## src/rtl/wsws_pkg.sv

```systemverilog
package wsws_pkg;

    localparam int ADDR_BITS  = 32;
    localparam int WINDOW_MAX = 64;
    localparam int IDX_BITS   = $clog2(WINDOW_MAX);
    localparam int CNT_BITS   = IDX_BITS + 1;
    localparam int PS_BITS    = 16;
    localparam int WS_BITS    = 7;
    localparam int WIN_BITS   = 32;
    localparam int BIT_BITS   = $clog2(ADDR_BITS);
    localparam int OUT_BITS   = ((CNT_BITS + WIN_BITS + 7) / 8) * 8;

    localparam logic CFG_PAGE_WORDS = 1'b0;
    localparam logic CFG_WIN_LEN    = 1'b1;

    localparam logic FUNC_ACCESS = 1'b0;
    localparam logic FUNC_FLUSH  = 1'b1;

    typedef enum logic [1:0] {
        ST_IDLE,
        ST_DIV,
        ST_SEARCH,
        ST_FINISH
    } state_t;

endpackage

```

## src/rtl/working_set_window_sampler.sv

```systemverilog
// Flush beat: after acceptance the result is loaded into the output register in ST_FINISH,
// once that register is free. Access beat: bit-serial division of the address by the
// page size, then a search of the page memory at one entry per cycle. One beat is
// processed at a time.
// Reset (aresetn low, synchronous) clears the set, window position, window counter
// and output valid; the page size returns to 1 and the window length to 64.
module working_set_window_sampler (
    input  logic                              aclk,
    input  logic                              aresetn,
    input  logic                              s_tvalid,
    output logic                              s_tready,
    // address
    input  logic [wsws_pkg::ADDR_BITS-1:0]    s_tdata,
    // func
    input  logic                              s_tuser,
    output logic                              m_tvalid,
    input  logic                              m_tready,
    // page count [6:0], window index [38:7], zero fill above
    output logic [wsws_pkg::OUT_BITS-1:0]     m_tdata,
    input  logic                              cfg_valid,
    output logic                              cfg_ready,
    input  logic                              cfg_index,
    input  logic [wsws_pkg::PS_BITS-1:0]      cfg_data
);
    import wsws_pkg::*;

    state_t                 state_reg, state_next;
    logic [PS_BITS-1:0]     page_words_reg;
    logic [WS_BITS-1:0]     win_len_reg;
    logic [ADDR_BITS-1:0]   div_reg, div_next;
    logic [PS_BITS-1:0]     rem_reg, rem_next;
    logic [BIT_BITS-1:0]    bit_cnt_reg, bit_cnt_next;
    logic [CNT_BITS-1:0]    set_count_reg, set_count_next;
    logic [IDX_BITS-1:0]    position_reg, position_next;
    logic [WIN_BITS-1:0]    windows_reg, windows_next;
    logic [CNT_BITS-1:0]    issue_idx_reg, issue_idx_next;
    logic                   rd_valid_reg, rd_valid_next;
    logic [ADDR_BITS-1:0]   rdata_reg;
    logic                   out_valid_reg, out_valid_next;
    logic [CNT_BITS-1:0]    out_pages_reg;
    logic [WIN_BITS-1:0]    out_window_reg;
    logic                   out_load;
    logic                   rd_en, wr_en;

    logic [ADDR_BITS-1:0]   page_list [WINDOW_MAX];

    logic [PS_BITS-1:0]     ps_eff;
    logic [WS_BITS-1:0]     ws_eff;
    logic [PS_BITS:0]       trial;
    logic                   qbit;
    logic                   found;
    logic [CNT_BITS-1:0]    pos_inc;

    assign ps_eff = (page_words_reg == '0) ? PS_BITS'(1) : page_words_reg;

    always_comb begin
        if (win_len_reg == '0) begin
            ws_eff = WS_BITS'(1);
        end else if (win_len_reg > WS_BITS'(WINDOW_MAX)) begin
            ws_eff = WS_BITS'(WINDOW_MAX);
        end else begin
            ws_eff = win_len_reg;
        end
    end

    // One restoring-division step: shift in the next dividend bit, subtract if it fits.
    assign trial = {rem_reg, div_reg[ADDR_BITS-1]};
    assign qbit  = (trial >= {1'b0, ps_eff});
    assign found = rd_valid_reg && (rdata_reg == div_reg);
    assign pos_inc = {1'b0, position_reg} + CNT_BITS'(1);

    assign s_tready  = (state_reg == ST_IDLE);
    assign cfg_ready = 1'b1;
    assign m_tvalid  = out_valid_reg;
    assign m_tdata   = OUT_BITS'({out_window_reg, out_pages_reg});

    always_comb begin
        state_next     = state_reg;
        div_next       = div_reg;
        rem_next       = rem_reg;
        bit_cnt_next   = bit_cnt_reg;
        set_count_next = set_count_reg;
        position_next  = position_reg;
        windows_next   = windows_reg;
        issue_idx_next = issue_idx_reg;
        rd_valid_next  = 1'b0;
        out_valid_next = out_valid_reg && !m_tready;
        out_load       = 1'b0;
        rd_en          = 1'b0;
        wr_en          = 1'b0;
        unique case (state_reg)
            ST_IDLE: begin
                if (s_tvalid) begin
                    if (s_tuser == FUNC_FLUSH) begin
                        state_next = ST_FINISH;
                    end else begin
                        div_next     = s_tdata;
                        rem_next     = '0;
                        bit_cnt_next = '0;
                        state_next   = ST_DIV;
                    end
                end
            end
            ST_DIV: begin
                if (qbit) begin
                    rem_next = PS_BITS'(trial - {1'b0, ps_eff});
                end else begin
                    rem_next = trial[PS_BITS-1:0];
                end
                div_next     = {div_reg[ADDR_BITS-2:0], qbit};
                bit_cnt_next = bit_cnt_reg + BIT_BITS'(1);
                if (bit_cnt_reg == BIT_BITS'(ADDR_BITS - 1)) begin
                    issue_idx_next = '0;
                    state_next     = ST_SEARCH;
                end
            end
            ST_SEARCH: begin
                // Reads are issued one entry per cycle; each compare sees the
                // registered data of the read issued the cycle before.
                if (found || (issue_idx_reg >= set_count_reg && !rd_valid_reg)) begin
                    if (!found && set_count_reg < CNT_BITS'(WINDOW_MAX)) begin
                        wr_en          = 1'b1;
                        set_count_next = set_count_reg + CNT_BITS'(1);
                    end
                    if (pos_inc >= CNT_BITS'(ws_eff)) begin
                        position_next = '0;
                        state_next    = ST_FINISH;
                    end else begin
                        position_next = pos_inc[IDX_BITS-1:0];
                        state_next    = ST_IDLE;
                    end
                end else if (issue_idx_reg < set_count_reg) begin
                    rd_en          = 1'b1;
                    rd_valid_next  = 1'b1;
                    issue_idx_next = issue_idx_reg + CNT_BITS'(1);
                end
            end
            ST_FINISH: begin
                if (!out_valid_reg || m_tready) begin
                    out_load       = 1'b1;
                    out_valid_next = 1'b1;
                    windows_next   = windows_reg + WIN_BITS'(1);
                    set_count_next = '0;
                    state_next     = ST_IDLE;
                end
            end
            default: begin
                state_next = ST_IDLE;
            end
        endcase
    end

    always_ff @(posedge aclk) begin
        if (!aresetn) begin
            state_reg       <= ST_IDLE;
            page_words_reg  <= PS_BITS'(1);
            win_len_reg     <= WS_BITS'(WINDOW_MAX);
            set_count_reg   <= '0;
            position_reg    <= '0;
            windows_reg     <= '0;
            rd_valid_reg    <= 1'b0;
            out_valid_reg   <= 1'b0;
            bit_cnt_reg     <= '0;
            issue_idx_reg   <= '0;
        end else begin
            state_reg     <= state_next;
            set_count_reg <= set_count_next;
            position_reg  <= position_next;
            windows_reg   <= windows_next;
            rd_valid_reg  <= rd_valid_next;
            out_valid_reg <= out_valid_next;
            bit_cnt_reg   <= bit_cnt_next;
            issue_idx_reg <= issue_idx_next;
            if (cfg_valid && cfg_ready) begin
                if (cfg_index == CFG_PAGE_WORDS) begin
                    page_words_reg <= cfg_data;
                end else begin
                    win_len_reg <= cfg_data[WS_BITS-1:0];
                end
            end
        end
    end

    always_ff @(posedge aclk) begin
        div_reg <= div_next;
        rem_reg <= rem_next;
        if (out_load) begin
            out_pages_reg  <= set_count_reg;
            out_window_reg <= windows_reg;
        end
    end

    always_ff @(posedge aclk) begin
        if (wr_en) begin
            page_list[set_count_reg[IDX_BITS-1:0]] <= div_reg;
        end
        if (rd_en) begin
            rdata_reg <= page_list[issue_idx_reg[IDX_BITS-1:0]];
        end
    end

    a_set_bound: assert property (@(posedge aclk) disable iff (!aresetn)
        set_count_reg <= CNT_BITS'(WINDOW_MAX))
        else $error("set count exceeds the page memory depth");

    a_flush_finish: assert property (@(posedge aclk) disable iff (!aresetn)
        (s_tvalid && s_tready && s_tuser == FUNC_FLUSH) |=> state_reg == ST_FINISH)
        else $error("flush beat did not go straight to result");

    a_window_count: assert property (@(posedge aclk) disable iff (!aresetn)
        out_load |=> windows_reg == $past(windows_reg) + WIN_BITS'(1))
        else $error("window counter did not advance with a result");

    a_write_room: assert property (@(posedge aclk) disable iff (!aresetn)
        wr_en |-> (set_count_reg < CNT_BITS'(WINDOW_MAX) && !found))
        else $error("page stored into a full set or already present");

endmodule
```

## config.mk

```make
export PLATFORM = sky130hd
export DESIGN_NAME = working_set_window_sampler
export DESIGN_NICKNAME = d
export VERILOG_FILES = /design/src/rtl/wsws_pkg.sv /design/src/rtl/working_set_window_sampler.sv
export SDC_FILE = /design/constraint.sdc
export NUM_CORES = 2
export LEC_CHECK = 0
export BUFFER_PORTS_ARGS = -buffer_cell sky130_fd_sc_hd__buf_2
export CAP_MARGIN = 10
export CORE_MARGIN = 2
export CORE_UTILIZATION = 57
export CTS_CLUSTER_DIAMETER = 100
export DETAILED_ROUTE_END_ITERATION = 8
export PLACE_DENSITY = 0.78
export SETUP_SLACK_MARGIN = 0.4
export SLEW_MARGIN = 15
export SYNTH_ARGS = -nofsm -noshare
export SYNTH_HDL_FRONTEND = slang
export SYNTH_SLANG_ARGS = --single-unit
```

## constraint.sdc

```tcl
create_clock -name aclk -period 4.55 [get_ports aclk]
set_input_delay 0.91 -clock aclk [delete_from_list [all_inputs] [get_ports aclk]]
set_output_delay 0.91 -clock aclk [all_outputs]
set_load 0.005 [all_outputs]
```

After elaboration in Yosys (flattened, before gate mapping):

Memory sizes are Yosys's and may differ from the RTL's. A register that Yosys moved wholly into a read port is not among the register bits.
Index checks and enable logic that the tools add are counted.

* $add $sub $neg: 6
* bitwise logic cells: 1
* reductions and logical operators: 24
* equal/unequal tests: 13
* muxes and demuxes: 41
* $lt $le $gt $ge: 6

Operator list (count)
* $mux W16: 4
* $mux W32: 2
* $pmux W32 S2: 1
* $mux W7: 8
* $add A32 B1 Y32 const B: 1
* $eq A32 B32 Y1: 1
* $pmux W16 S2: 1
* $pmux W7 S2: 2
* $ge A17 B16 Y1: 1
* $logic_not A16 Y1: 1
* $ne A2 B2 Y1 const B: 8
* $sub A16 B16 Y16: 1
* $add A7 B1 Y7 const B: 2
* $ge A7 B7 Y1: 2
* $mux W1: 12
* $mux W2: 6
* $reduce_and A4 Y1: 3
* $mux W5: 2
* $pmux W5 S2: 1
* $pmux W2 S4: 1
* $reduce_and A2 Y1: 4
* $add A6 B1 Y7 const B: 1
* $gt A7 B7 Y1 const B: 1
* $logic_not A7 Y1: 1
* other kinds (14): 24

* memories: 1
* bits in writable memories: 2048
* input port bits: 55
* output and inout bits: 43
* word-level logic and storage cells: 106
* register bits after elaboration: 171

Memory list
* page_list: words 64, bits a word 32, rd ports 1, clocked after Yosys merged registers in 1, wr ports 1, line working_set_window_sampler.sv:45 `logic [ADDR_BITS-1:0] page_list [WINDOW_MAX];`

Longest topological paths before layout:

* depth after elaboration: 9
* mapped depth: 14
* depth with buffers taken out: 11

Least setup slack after synthesis:

OpenSTA, ideal clock, no wires.

* path type: reg-to-reg
* from: register issue_idx_reg[0]
* to: memory page_list[37][0], enable pin
* cell stages (with the launch flop): 14
* clock period less this slack: 4521 ps
* slack: 29 ps
* data arrival time: 4100 ps
* path through: dfxtp_1 clkbuf_1 buf_6 buf_6 buf_2 inv_1 ha_1 nand2b_1 a211oi_1 o31a_1 nor4_2 and2_1 nand3_1 nor2_1

* cells in the longest elaborated chain, start to end: 7

Ends and longest elaborated chain
* from (decl): line working_set_window_sampler.sv:36 `logic [CNT_BITS-1:0] issue_idx_reg, issue_idx_next;`
* from (signal assigned): line working_set_window_sampler.sv:173 `issue_idx_reg <= issue_idx_next;`
* $ge A7 B7 Y1: line working_set_window_sampler.sv:120 `if (found || (issue_idx_reg >= set_count_reg && !rd_valid_reg)) begin`
* $logic_and A1 B1 Y1: line working_set_window_sampler.sv:120
* $logic_or A1 B1 Y1: line working_set_window_sampler.sv:120
* $mux W1: line working_set_window_sampler.sv:120
* $mux W1: line working_set_window_sampler.sv:91 `unique case (state_reg)`
* $mux W1: line working_set_window_sampler.sv:194 `if (wr_en) begin`
* $mux W1 (not written as such): line working_set_window_sampler.sv:195 `page_list[set_count_reg[IDX_BITS-1:0]] <= div_reg;`
* to (decl): line working_set_window_sampler.sv:45

No other way between the ends.

Worst setup path in the final report:

* from: register set_count_reg[5]
* to: memory page_list[52][9], enable pin

* cells in the longest elaborated chain, start to end: 7
* elaborated cells between the ends (all ways): 10
* classes of those cells: 2 x order compare; 5 x mux; 3 x reduce/logical

Ends and longest elaborated chain
* from (decl): line working_set_window_sampler.sv:33 `logic [CNT_BITS-1:0] set_count_reg, set_count_next;`
* from (signal assigned): line working_set_window_sampler.sv:167 `set_count_reg <= set_count_next;`
* $lt A7 B7 Y1 or $ge A7 B7 Y1 (tied branches): line working_set_window_sampler.sv:121, working_set_window_sampler.sv:120
* $logic_and A1 B1 Y1, on equally long branches: line working_set_window_sampler.sv:121, working_set_window_sampler.sv:120
* $mux W1 or $logic_or A1 B1 Y1 (tied branches): line working_set_window_sampler.sv:121, working_set_window_sampler.sv:120
* $mux W1: line working_set_window_sampler.sv:120
* $mux W1: line working_set_window_sampler.sv:91
* $mux W1: line working_set_window_sampler.sv:194
* $mux W1 (not written as such): line working_set_window_sampler.sv:195

Several ways; a longest one is shown, not always the timed one.

==> flow_metrics.env <==
export IMPL_wl_microns=232000
export IMPL_clockBufferDepth=3
export IMPL_holdPathStages=3
export IMPL_io_buffers=95
export IMPL_drt_pass1_iterations=6
export IMPL_syn_to_final_growth_pct=12.3
export IMPL_initial_core_util=0.575
export IMPL_grt_pass1_vias=44370
export IMPL_max_cap_viol_count=0
export IMPL_final_nets=4297
export IMPL_drt_iter0_markers=7953
export IMPL_power_frac_seq=0.557
export IMPL_period_share=0.793
export IMPL_postSynthAreaPerCell_sq_um=22.2
export IMPL_fin_tns_setup_ns=0
export IMPL_largest_register_ffs=2048
export IMPL_dr_total_vias=44512
export IMPL_synth_seq_cells=2251
export IMPL_ys_warn_count=0
export IMPL_max_vdd_ir_drop_mv=0.414
export IMPL_crit_required_ns=5.03
export IMPL_p_switching_mw=9.07
export IMPL_synthFlopType="edfxtp_1"
export IMPL_slew_viol_final=0
export IMPL_drc_errors=0
export IMPL_r2r_start="set_count_reg[5]"
export IMPL_synth_edf_count=2167
export IMPL_regToRegSetupSlack_ns=0.94
export IMPL_synth_area_sq_mm=0.0874
export IMPL_grt_start_max_net_pins=133
export IMPL_max_slew_margin_rel=0.248
export IMPL_fp_row_count=143
export IMPL_io_pins=98
export IMPL_cts_htree_levels=4
export IMPL_via_per_inst=6.95
export IMPL_yosysUniqueCellTypes=55
export IMPL_rsz0062_at_grt="no"
export IMPL_p_int_mw=32.8
export IMPL_grt_overflow_total=0
export IMPL_cts_root_buf="clkbuf_16"
export IMPL_cp_start_kind="flop"
export IMPL_status="completed"
export IMPL_end_kind="flop"
export IMPL_path_max_fanout=32
export IMPL_min_path_type="in -> reg"
export IMPL_post_cts_buffers=0
export IMPL_coreArea_sq_mm=0.152
export IMPL_ant_nets=0
export IMPL_crit_end="page_list[52][9]"
export IMPL_setup_viol=0
export IMPL_cts_tree="built"
export IMPL_antenna_found_initial=12
export IMPL_synth_fp_nets=4031
export IMPL_pwr_share_clk=0.405
export IMPL_power_mw=41.8
export IMPL_gp_congestion=0.895
export IMPL_layout_drive_gt1_share=0.298
export IMPL_cts_buffers=206
export IMPL_power_density_mw_per_mm2=426
export IMPL_wl_per_cell_microns=36.3
export IMPL_synthArstFlopShare=0
export IMPL_power_frac_comb=0.037
export IMPL_cts_resized=0
export IMPL_finalHoldViolCount=0
export IMPL_clkSlewWorstSetupHoldPaths_ns=0.06
export IMPL_critPathKind="reg -> reg"
export IMPL_p_leak_nw=29.9
export IMPL_cts_sinks=2251
export IMPL_min_period_ns=3.61
export IMPL_timing_fmax_mhz=277
export IMPL_cp_startpoint="set_count_reg[5]"
export IMPL_fp_dieH_microns=396
export IMPL_cts_hold_fix_buffers=0
export IMPL_r2r_end="page_list[52][9]"
export IMPL_grt_pass1_wl_microns=330000
export IMPL_die_area_sq_mm=0.157
export IMPL_worstPathArrival_ns=4.09
export IMPL_place_hpwl_microns=121000
export IMPL_tightest_slew_ns=1.13
export IMPL_switching_share=0.217
export IMPL_finalClockSkew_ns=0.0372
export IMPL_grtUsageTotal=0.301
export IMPL_seq_area_frac_synth=0.764
export IMPL_clock_latency_ns=0.86
export IMPL_chipWidth_microns=396
export IMPL_hp_start="cfg_data[6]"
export IMPL_netlist_instances=3939
export IMPL_reg2reg_depth=11
[worst max-delay path, stage by stage, from the launching register on]
cell and delay [ns]:
dfxtp_1 0.49, inv_1 0.15, ha_1 0.33, nand4_1 0.12
o31a_1 0.35, nor4_2 0.22, buf_4 0.20, and2_1 0.19
nand3_1 0.17, buf_4 0.27, nor2_4 0.09, buf_4 0.57
[synthesized netlist by cell type, drive strengths merged (5+ instances only)]
| cell | n | area, sq um |
|---|---|---|
| mux2i | 6 | 60.1 |
| nand2b | 11 | 68.8 |
| a21o | 5 | 37.5 |
| a31oi | 5 | 31.3 |
| nand3b | 7 | 52.6 |
| xnor2 | 50 | 438 |
| clkbuf | 111 | 417 |
| o21a | 8 | 60.1 |
| nand2 | 198 | 743 |
| o31ai | 7 | 52.6 |
| o21ai | 41 | 205 |
| dfxtp | 84 | 1680 |
| nand4 | 22 | 138 |
| edfxtp | 2167 | 65100 |
| and2 | 23 | 144 |
| ha | 36 | 450 |
| nand3 | 49 | 245 |
| or3 | 11 | 68.8 |
| and3 | 14 | 87.6 |
| inv | 37 | 139 |
| mux4 | 672 | 15100 |
| nor3 | 16 | 80.1 |
| a21oi | 33 | 165 |
| buf | 90 | 442 |
| nor2b | 21 | 131 |
| a21boi | 36 | 270 |
| xor2 | 18 | 158 |
| nor2 | 104 | 390 |
| nor4 | 12 | 87.6 |
[per-layer routing]
layer  track usage  share of wire  up-vias
met5             0       0.000073        -
met2         0.472           0.48     3587
met1         0.405           0.34    23298
li1              -              -    17039
met3        0.0790           0.12      586
met4         0.128          0.047        2
[how the worst min path moves through the flow]
stage                          to
2_1_floorplan    out_pages_reg[2]
3_3_place_gp   out_window_reg[31]
5_1_grt        page_words_reg[11]
4_1_cts            win_len_reg[6]
3_5_place_dp   out_window_reg[31]
6_report           win_len_reg[6]
[stage by stage]
step / std cells / utilization / hold slack [ns] / area [sq um] / setup WS (ns)
floorplan: 3939 / - / 0.406 / 87500 / 0.0289
global placement: 6027 / 0.602 / 0.427 / 91600 / 0.981
detailed placement: 6027 / 0.602 / 0.440 / 91600 / 0.985
CTS: 6403 / 0.645 / 0.258 / 98100 / 0.922
global route: 6403 / 0.645 / 0.307 / 98100 / 0.765
finish: 6409 / 0.645 / 0.306 / 98200 / 0.941
[cell families after synthesis]
group                    share of synthesized area
adder cells (fa/ha/maj)                    0.00538
flip-flops                                   0.764
AO/OA/AOI/OAI                               0.0126
multiplexers                                 0.174
XOR/XNOR                                   0.00681
buffers and inverters                       0.0114
AND/OR/NAND/NOR                             0.0263
other                                    0.0000859
[power by group through the flow]
stage	logic (mW)	registers, mW	clock network [mW]
global placement	1.42	23.8	0
floorplan	0.540	24.1	0
finish	1.57	23.3	17.0
global route	1.68	23.3	17.7
CTS	1.52	23.3	17.1
detailed placement	1.50	23.8	0
[cell type report]
class / instances / area (sq um)
Multi-Input combinational cell: 1450 / 20200
Clock inverter: 121 / 1140
Fill cell: 9396 / 53900
Tap cell: 2030 / 2540
Inverter: 37 / 139
Sequential cell: 2251 / 66800
Timing Repair Buffer: 259 / 2010
Antenna cell: 6 / 15.0
Clock buffer: 255 / 5380
[placed cells by master, fill, tap and decap left out, drive strengths merged, types with 5 or more instances in the layout]
master	Yosys	final
clkinvlp	0	12
nor4	12	12
nor2	104	104
nor3	16	16
nor2b	21	21
o31ai	7	7
bufinv	0	13
mux2i	6	6
clkbuf	111	255
nand3b	7	7
xnor2	50	50
mux4	672	672
ha	36	36
inv	37	49
or3	11	11
edfxtp	2167	2167
diode	0	6
a31oi	5	5
a21boi	36	36
nand2b	11	11
and3	14	14
xor2	18	18
dfxtp	84	84
nand4	22	22
clkinv	0	84
buf	90	259
nand3	49	49
and2	23	23
o21ai	41	41
a21oi	33	33
nand2	198	198
a21o	5	5
o21a	8	8
No activity file was read; power rests on OpenSTA's default activity.
